### src/hdl/lzrd_pkg.sv
package lzrd_pkg;

    // Command kinds carried in the header mode field
    localparam logic [2:0] KIND_LITERAL  = 3'd0;
    localparam logic [2:0] KIND_FILL     = 3'd1;
    localparam logic [2:0] KIND_FILL2    = 3'd2;
    localparam logic [2:0] KIND_SEQ      = 3'd3;
    localparam logic [2:0] KIND_COPY     = 3'd4;
    localparam logic [2:0] KIND_COPY_REV = 3'd5;
    localparam logic [2:0] KIND_COPY_BWD = 3'd6;
    localparam logic [2:0] KIND_EXT      = 3'd7;

    localparam logic [7:0] END_HEADER = 8'hFF;

    // Error codes reported on a status-only result
    localparam logic [1:0] ERR_NONE      = 2'd0;
    localparam logic [1:0] ERR_BUSY      = 2'd1;
    localparam logic [1:0] ERR_IDLE_PULL = 2'd2;

    // One decoded beat handed from the parser to the history stage
    typedef struct packed {
        logic        has_result;
        logic        is_data;
        logic        finished;
        logic [31:0] total;
        logic [1:0]  err;
        logic [7:0]  direct;
        logic        use_mem;
        logic        rev;
    } lzrd_issue_t;

    function automatic logic [7:0] bit_reverse8(input logic [7:0] v);
        logic [7:0] r;
        for (int k = 0; k < 8; k++)
        begin
            r[k] = v[7 - k];
        end
        return r;
    endfunction

endpackage

### src/hdl/lzrd_parser.sv
module lzrd_parser
    import lzrd_pkg::*;
#(
    parameter int HISTORY_DEPTH = 65536,
    localparam int AW = $clog2(HISTORY_DEPTH)
) (
    input  logic          clk,
    input  logic          rst_n,
    input  logic          accept,
    input  logic          mode,
    input  logic [7:0]    in_byte,
    input  logic          last_byte,
    output lzrd_issue_t   iss,
    output logic          rd_en,
    output logic [AW-1:0] rd_addr,
    output logic [AW-1:0] wr_addr
);

    localparam logic [2:0] PH_HEADER  = 3'd0;
    localparam logic [2:0] PH_EXTLEN  = 3'd1;
    localparam logic [2:0] PH_OFS_HI  = 3'd2;
    localparam logic [2:0] PH_OFS_LO  = 3'd3;
    localparam logic [2:0] PH_PARAM1  = 3'd4;
    localparam logic [2:0] PH_PARAM2  = 3'd5;
    localparam logic [2:0] PH_LITERAL = 3'd6;
    localparam logic [2:0] PH_RUN     = 3'd7;

    localparam logic [21:0] DEPTH_W  = 22'(HISTORY_DEPTH);
    localparam logic [16:0] DEPTH_17 = 17'(HISTORY_DEPTH);
    localparam logic [AW-1:0] WPOS_LAST = AW'(HISTORY_DEPTH - 1);

    logic [2:0]    phase_reg, phase_next;
    logic [2:0]    kind_reg, kind_next;
    logic [10:0]   rlen_reg, rlen_next;
    logic [10:0]   ridx_reg, ridx_next;
    logic [15:0]   org_reg, org_next;
    logic [7:0]    f1_reg, f1_next;
    logic [7:0]    f2_reg, f2_next;
    logic [AW-1:0] wpos_reg, wpos_next;
    logic [31:0]   count_reg, count_next;
    logic          ending_reg, ending_next;

    logic [11:0]   idx_inc;
    logic [11:0]   run_total;
    logic [16:0]   fwd_sum;
    logic [16:0]   bwd_diff;
    logic          rec;

    // Reduce a 16-bit offset modulo the history depth (quotient below 64)
    function automatic logic [15:0] mod_depth(input logic [15:0] v);
        logic [21:0] r;
        r = 22'(v);
        for (int k = 5; k >= 0; k--)
        begin
            if (r >= (DEPTH_W << k))
            begin
                r = r - (DEPTH_W << k);
            end
        end
        return r[15:0];
    endfunction

    function automatic logic [2:0] body_phase(input logic [2:0] kind);
        logic [2:0] p;
        if (kind == KIND_LITERAL)
        begin
            p = PH_LITERAL;
        end
        else if (kind <= KIND_SEQ)
        begin
            p = PH_PARAM1;
        end
        else
        begin
            p = PH_OFS_HI;
        end
        return p;
    endfunction

    // History read address for the current copy byte
    always_comb
    begin
        fwd_sum  = 17'(org_reg) + 17'(ridx_reg);
        if (fwd_sum >= DEPTH_17)
        begin
            fwd_sum = fwd_sum - DEPTH_17;
        end
        bwd_diff = 17'(org_reg) - 17'(ridx_reg);
        if (bwd_diff[16])
        begin
            bwd_diff = bwd_diff + DEPTH_17;
        end
        rd_addr = (kind_reg == KIND_COPY_BWD) ? bwd_diff[AW-1:0] : fwd_sum[AW-1:0];
        rd_en   = accept && mode && (phase_reg == PH_RUN)
                  && (kind_reg == KIND_COPY || kind_reg == KIND_COPY_REV
                      || kind_reg == KIND_COPY_BWD);
    end

    // Decode one beat: next parse state and the issued result
    always_comb
    begin
        phase_next  = phase_reg;
        kind_next   = kind_reg;
        rlen_next   = rlen_reg;
        ridx_next   = ridx_reg;
        org_next    = org_reg;
        f1_next     = f1_reg;
        f2_next     = f2_reg;
        wpos_next   = wpos_reg;
        count_next  = count_reg;
        ending_next = ending_reg;
        iss         = '0;
        rec         = 1'b0;

        idx_inc   = 12'(ridx_reg) + 12'd1;
        run_total = (kind_reg == KIND_FILL2) ? {rlen_reg, 1'b0} : {1'b0, rlen_reg};
        wr_addr   = wpos_reg;

        if (mode)
        begin
            if (phase_reg != PH_RUN)
            begin
                iss.err = ERR_IDLE_PULL;
            end
            else
            begin
                rec         = 1'b1;
                iss.is_data = 1'b1;
                case (kind_reg)
                    KIND_FILL:     iss.direct = f1_reg;
                    KIND_FILL2:    iss.direct = ridx_reg[0] ? f2_reg : f1_reg;
                    KIND_SEQ:      iss.direct = f1_reg + ridx_reg[7:0];
                    KIND_COPY:     iss.use_mem = 1'b1;
                    KIND_COPY_REV:
                    begin
                        iss.use_mem = 1'b1;
                        iss.rev     = 1'b1;
                    end
                    KIND_COPY_BWD: iss.use_mem = 1'b1;
                    default:       iss.direct = 8'h00;
                endcase
                ridx_next = idx_inc[10:0];
                if (idx_inc >= run_total)
                begin
                    phase_next   = PH_HEADER;
                    iss.finished = ending_reg;
                end
            end
        end
        else
        begin
            if (phase_reg == PH_RUN)
            begin
                iss.err = ERR_BUSY;
            end
            else
            begin
                case (phase_reg)
                    PH_HEADER:
                    begin
                        if (in_byte == END_HEADER)
                        begin
                            iss.finished = 1'b1;
                        end
                        else if (in_byte[7:5] != KIND_EXT)
                        begin
                            kind_next  = in_byte[7:5];
                            rlen_next  = 11'(in_byte[4:0]) + 11'd1;
                            ridx_next  = '0;
                            phase_next = body_phase(in_byte[7:5]);
                        end
                        else
                        begin
                            kind_next = in_byte[4:2];
                            if (in_byte[4:2] != KIND_EXT)
                            begin
                                rlen_next  = {1'b0, in_byte[1:0], 8'h00};
                                phase_next = PH_EXTLEN;
                            end
                        end
                    end
                    PH_EXTLEN:
                    begin
                        rlen_next  = rlen_reg + 11'(in_byte) + 11'd1;
                        ridx_next  = '0;
                        phase_next = body_phase(kind_reg);
                    end
                    PH_OFS_HI:
                    begin
                        org_next   = {in_byte, 8'h00};
                        phase_next = PH_OFS_LO;
                    end
                    PH_OFS_LO:
                    begin
                        org_next   = mod_depth({org_reg[15:8], in_byte});
                        ridx_next  = '0;
                        phase_next = PH_RUN;
                    end
                    PH_PARAM1:
                    begin
                        f1_next    = in_byte;
                        ridx_next  = '0;
                        phase_next = (kind_reg == KIND_FILL2) ? PH_PARAM2 : PH_RUN;
                    end
                    PH_PARAM2:
                    begin
                        f2_next    = in_byte;
                        ridx_next  = '0;
                        phase_next = PH_RUN;
                    end
                    default:
                    begin
                        rec         = 1'b1;
                        iss.is_data = 1'b1;
                        iss.direct  = in_byte;
                        ridx_next   = idx_inc[10:0];
                        if (idx_inc >= {1'b0, rlen_reg})
                        begin
                            phase_next = PH_HEADER;
                        end
                    end
                endcase
                // A last mark either arms the end of a pending run or ends now
                if (last_byte && !iss.finished)
                begin
                    if (phase_next == PH_RUN)
                    begin
                        ending_next = 1'b1;
                    end
                    else
                    begin
                        iss.finished = 1'b1;
                    end
                end
            end
        end

        // Advance write position and saturating byte count
        if (rec)
        begin
            wpos_next = (wpos_reg == WPOS_LAST) ? '0 : wpos_reg + AW'(1);
            if (count_reg != 32'hFFFF_FFFF)
            begin
                count_next = count_reg + 32'd1;
            end
        end

        // Report the total and drop the stream state on finish
        if (iss.finished)
        begin
            iss.total   = count_next;
            phase_next  = PH_HEADER;
            kind_next   = '0;
            rlen_next   = '0;
            ridx_next   = '0;
            org_next    = '0;
            f1_next     = '0;
            f2_next     = '0;
            wpos_next   = '0;
            count_next  = '0;
            ending_next = 1'b0;
        end

        iss.has_result = iss.is_data || iss.finished || (iss.err != ERR_NONE);
    end

    // Parse state, updated on each accepted beat
    always_ff @(posedge clk or negedge rst_n)
    begin
        if (!rst_n)
        begin
            phase_reg  <= PH_HEADER;
            kind_reg   <= '0;
            rlen_reg   <= '0;
            ridx_reg   <= '0;
            org_reg    <= '0;
            f1_reg     <= '0;
            f2_reg     <= '0;
            wpos_reg   <= '0;
            count_reg  <= '0;
            ending_reg <= 1'b0;
        end
        else if (accept)
        begin
            phase_reg  <= phase_next;
            kind_reg   <= kind_next;
            rlen_reg   <= rlen_next;
            ridx_reg   <= ridx_next;
            org_reg    <= org_next;
            f1_reg     <= f1_next;
            f2_reg     <= f2_next;
            wpos_reg   <= wpos_next;
            count_reg  <= count_next;
            ending_reg <= ending_next;
        end
    end

endmodule

### config.mk
export PLATFORM = sky130hd
export DESIGN_NAME = lzrd_parser
export DESIGN_NICKNAME = d
export VERILOG_FILES = /design/src/hdl/lzrd_pkg.sv /design/src/hdl/lzrd_parser.sv
export SDC_FILE = /design/constraint.sdc
export NUM_CORES = 1
export LEC_CHECK = 0
export ABC_AREA = 1
export BUFFER_PORTS_ARGS = -buffer_cell sky130_fd_sc_hd__buf_2
export CAP_MARGIN = 20
export CELL_PAD_IN_SITES_DETAIL_PLACEMENT = 0
export CELL_PAD_IN_SITES_GLOBAL_PLACEMENT = 1
export CORE_UTILIZATION = 47
export DETAILED_ROUTE_END_ITERATION = 8
export GPL_ROUTABILITY_DRIVEN = 0
export PLACE_DENSITY_LB_ADDON = 0.25
export SYNTH_ARGS = -nofsm -noshare
export SYNTH_HDL_FRONTEND = slang
export SYNTH_SLANG_ARGS = --single-unit
export TNS_END_PERCENT = 10
### constraint.sdc
create_clock -name clk -period 10.8 [get_ports clk]
set_clock_uncertainty 0.1 [all_clocks]
set_input_delay 2.7 -clock clk [delete_from_list [all_inputs] [get_ports clk]]
set_output_delay 2.7 -clock clk [all_outputs]
set_load 0.05 [all_outputs]
==> metrics.txt <==
leakage power=5.07 nW; fraction of post-synthesis cell area in the top cell type by area=0.293; routed vias/inst=5.35; largest fanout of any net on the critical path=58; violations in the final reports=DRC; height of the chip=143 µm; cell depth of the worst min-delay path=2; number of global-route vias before repair=8,511; wire length reported by the detailed router=27,600 µm; worst slack on hold paths=0.417 ns; internal power summed over all cells=1.22 mW; crit path capture type=primary output; clock slew at reported path FFs=0.07 ns; shortest period the worst path allows=8.17 ns; max_slew headroom=0.318; proportion of power drawn by combinational gates=0.656; routed via count=9,160; power density relative to cell area=278 nW/µm²; relative contribution of sequential cells to total power=0.221; ant diodes=0; share of the clock period used by the worst path=0.757; core outline area=19,500 µm²; internal reg-to-reg setup slack=5.74 ns; average cell area after synthesis=6.73 µm²; share of post-route cells with drive strength above 1=0.0988; Setup Viol. Count Final=0; element type at the critical path start=input port; run status=finished, violations left; drt first pass iters=7; post-route setup TNS=0 ns; Die X=143 µm; standard-cell rows=51; max-cap violation count=0; FF-to-FF path depth=27; transition time at the pin with the least slew margin=1.02 ns; initial antenna violation count=1; H-tree levels=3; Yosys warning count=0; Fin. Hold Viols=0; per-cell routed wire length=16.1 µm; Layout Nets=1,518; register bit total from synthesis=109; Routed Antenna Nets=0; largest net degree at the start of global routing=68; worst supply voltage drop on vdd=212 µV; Synth Cell Area=9310 µm²; Setup Crit Path Kind=input port to primary output; number of flops mapped to enable cells by yosys=0; most frequent cells in the layout=360 x sky130_fd_sc_hd__nand2_1, 156 x sky130_fd_sc_hd__inv_1, 140 x sky130_fd_sc_hd__nor2_1; Clock power frac=0.123; starting density of the core=0.478; data required time of the critical path=8.00 ns; Total Die Area=20,400 µm²; relative area change from synthesis to final layout=9.57%; count of unresolved DRC violations after routing=2; number of I/O port buffers=92; clk root buf=sky130_fd_sc_hd__clkbuf_16; share of the yosys chip area belonging to registers=0.293; Worst-Skew Late Latency=0.37 ns; count of boundary I/O pins=93; prevailing post-synth register cell=sky130_fd_sc_hd__dfrtp_1; CTS-repair resized insts=0; Post-CTS Hold Fix Bufs=0; cell type with the highest aggregate area in the netlist=sky130_fd_sc_hd__dfrtp_1; RSZ-0062 raised after global routing=false; Switching Fraction=0.570; utilization of the core after routing=0.524; final HPWL from detailed placement=21,300 µm; Synth async-reset ratio=1.00; total CTS buffers=9; kind of path behind the tightest hold check=flip-flop to flip-flop; flip-flop count of the largest register after layout=32; number of pins with negative max-slew slack in the final report=0; number of clock sinks=109; count of different cell masters after synthesis=44; most common library cell in the layout ignoring fill and taps=sky130_fd_sc_hd__nand2_1; first-pass GRT wire length=44,400 µm; count of mapped cells out of synthesis=1,382; first-iteration detailed-routing DRC count=562; sum of overflow across all layers after global routing=0; Filler Cells Inserted=2,032; post-CTS setup buffer count=0; syn_nets=1,458; biggest area contributors in the synthesized netlist=sky130_fd_sc_hd__dfrtp_1 29%, sky130_fd_sc_hd__nand2_1 15%, sky130_fd_sc_hd__ha_1 8.1%; global routing usage summed across all routing layers=0.282; sw power=1.61 mW; clock buffer depth=2; highest clock frequency the design can meet=122 MHz; clock tree from TritonCTS=yes; worst endpoint data arrival time=5.37 ns
metrics by stage:
step	setup WS [ns]	cells	area (µm²)	total power, mW
after floorplan	3.24	1382	9310	2.09
after CTS	2.72	1711	10200	2.84
after detailed placement	2.72	1695	9880	2.48
final	2.63	1712	10200	2.83
after global placement	2.84	1695	9880	2.47
after global routing	2.45	1712	10200	3.07
critical path, stage by stage:
cell and delay (ns):
sky130_fd_sc_hd__buf_2 0.17, sky130_fd_sc_hd__nand3_2 0.19, sky130_fd_sc_hd__nor2_1 0.20, sky130_fd_sc_hd__nand2_1 0.09, sky130_fd_sc_hd__nand2_1 0.09, sky130_fd_sc_hd__nand2_1 0.05, sky130_fd_sc_hd__nor2_1 0.16, sky130_fd_sc_hd__nand3_2 0.12
sky130_fd_sc_hd__nand2_2 0.12, sky130_fd_sc_hd__nand2_4 0.08, sky130_fd_sc_hd__nand3_4 0.35, sky130_fd_sc_hd__buf_4 0.56, sky130_fd_sc_hd__nand3_1 0.15, sky130_fd_sc_hd__buf_2 0.25
power by group through the flow:
stage | clock, mW | combinational [mW] | sequential (mW)
after floorplan | 0 | 1.51 | 0.585
after global placement | 0 | 1.84 | 0.631
after detailed placement | 0 | 1.85 | 0.630
after CTS | 0.356 | 1.86 | 0.623
after global routing | 0.373 | 2.06 | 0.641
final | 0.350 | 1.86 | 0.626
metal layers:
| metal | global-route usage | up-vias | share of wire |
|---|---|---|---|
| li1 | - | 4673 | - |
| met1 | 0.354 | 4185 | 0.44 |
| met4 | 0.149 | 2 | 0.047 |
| met2 | 0.478 | 234 | 0.48 |
| met5 | 0 | - | 0.00047 |
| met3 | 0.0298 | 66 | 0.038 |
Yosys cell counts (all sizes together), types with 4 or more instances:
| cell type | instances |
|---|---|
| ha | 60 |
| dfrtp | 109 |
| buf | 33 |
| o21ai | 130 |
| nor3 | 37 |
| nor4 | 9 |
| nand3 | 81 |
| xnor2 | 14 |
| nor2 | 143 |
| inv | 165 |
| xor2 | 61 |
| o31ai | 4 |
| o22ai | 33 |
| clkbuf | 16 |
| a21oi | 47 |
| nand4 | 41 |
| nand2 | 367 |
path summary, 6_finish.rpt:
check | start | end
max | in_byte[7] | iss[46]
min | org_reg[11] | org_reg[11]
max reg2reg | ridx_reg[0] | wr_addr[2]
min reg2reg | org_reg[11] | org_reg[11]
max in group asynchronous | rst_n | count_reg[7]
min in group asynchronous | rst_n | org_reg[5]
logic make-up (layout without fill, tap and decap cells):
group / after synthesis / after routing / synth area share
fa+ha+maj: 63 / 63 / 0.0871
flops: 109 / 109 / 0.293
xor+xnor: 75 / 75 / 0.0706
compound gates: 233 / 233 / 0.137
buf+inv: 214 / 279 / 0.0940
simple gates: 688 / 688 / 0.318
final cells by class:
cell class / count / area, µm² / share of cell area
well taps: 265 / 332 / 0.0325
clock buffers: 10 / 239 / 0.0234
clock inverters: 6 / 70.1 / 0.00687
repair buffers: 98 / 505 / 0.0496
multi-input cells: 1059 / 5700 / 0.559
inverters: 165 / 619 / 0.0607
flip-flops and latches: 109 / 2730 / 0.268
Note: power is estimated with default switching activity, not from simulation.
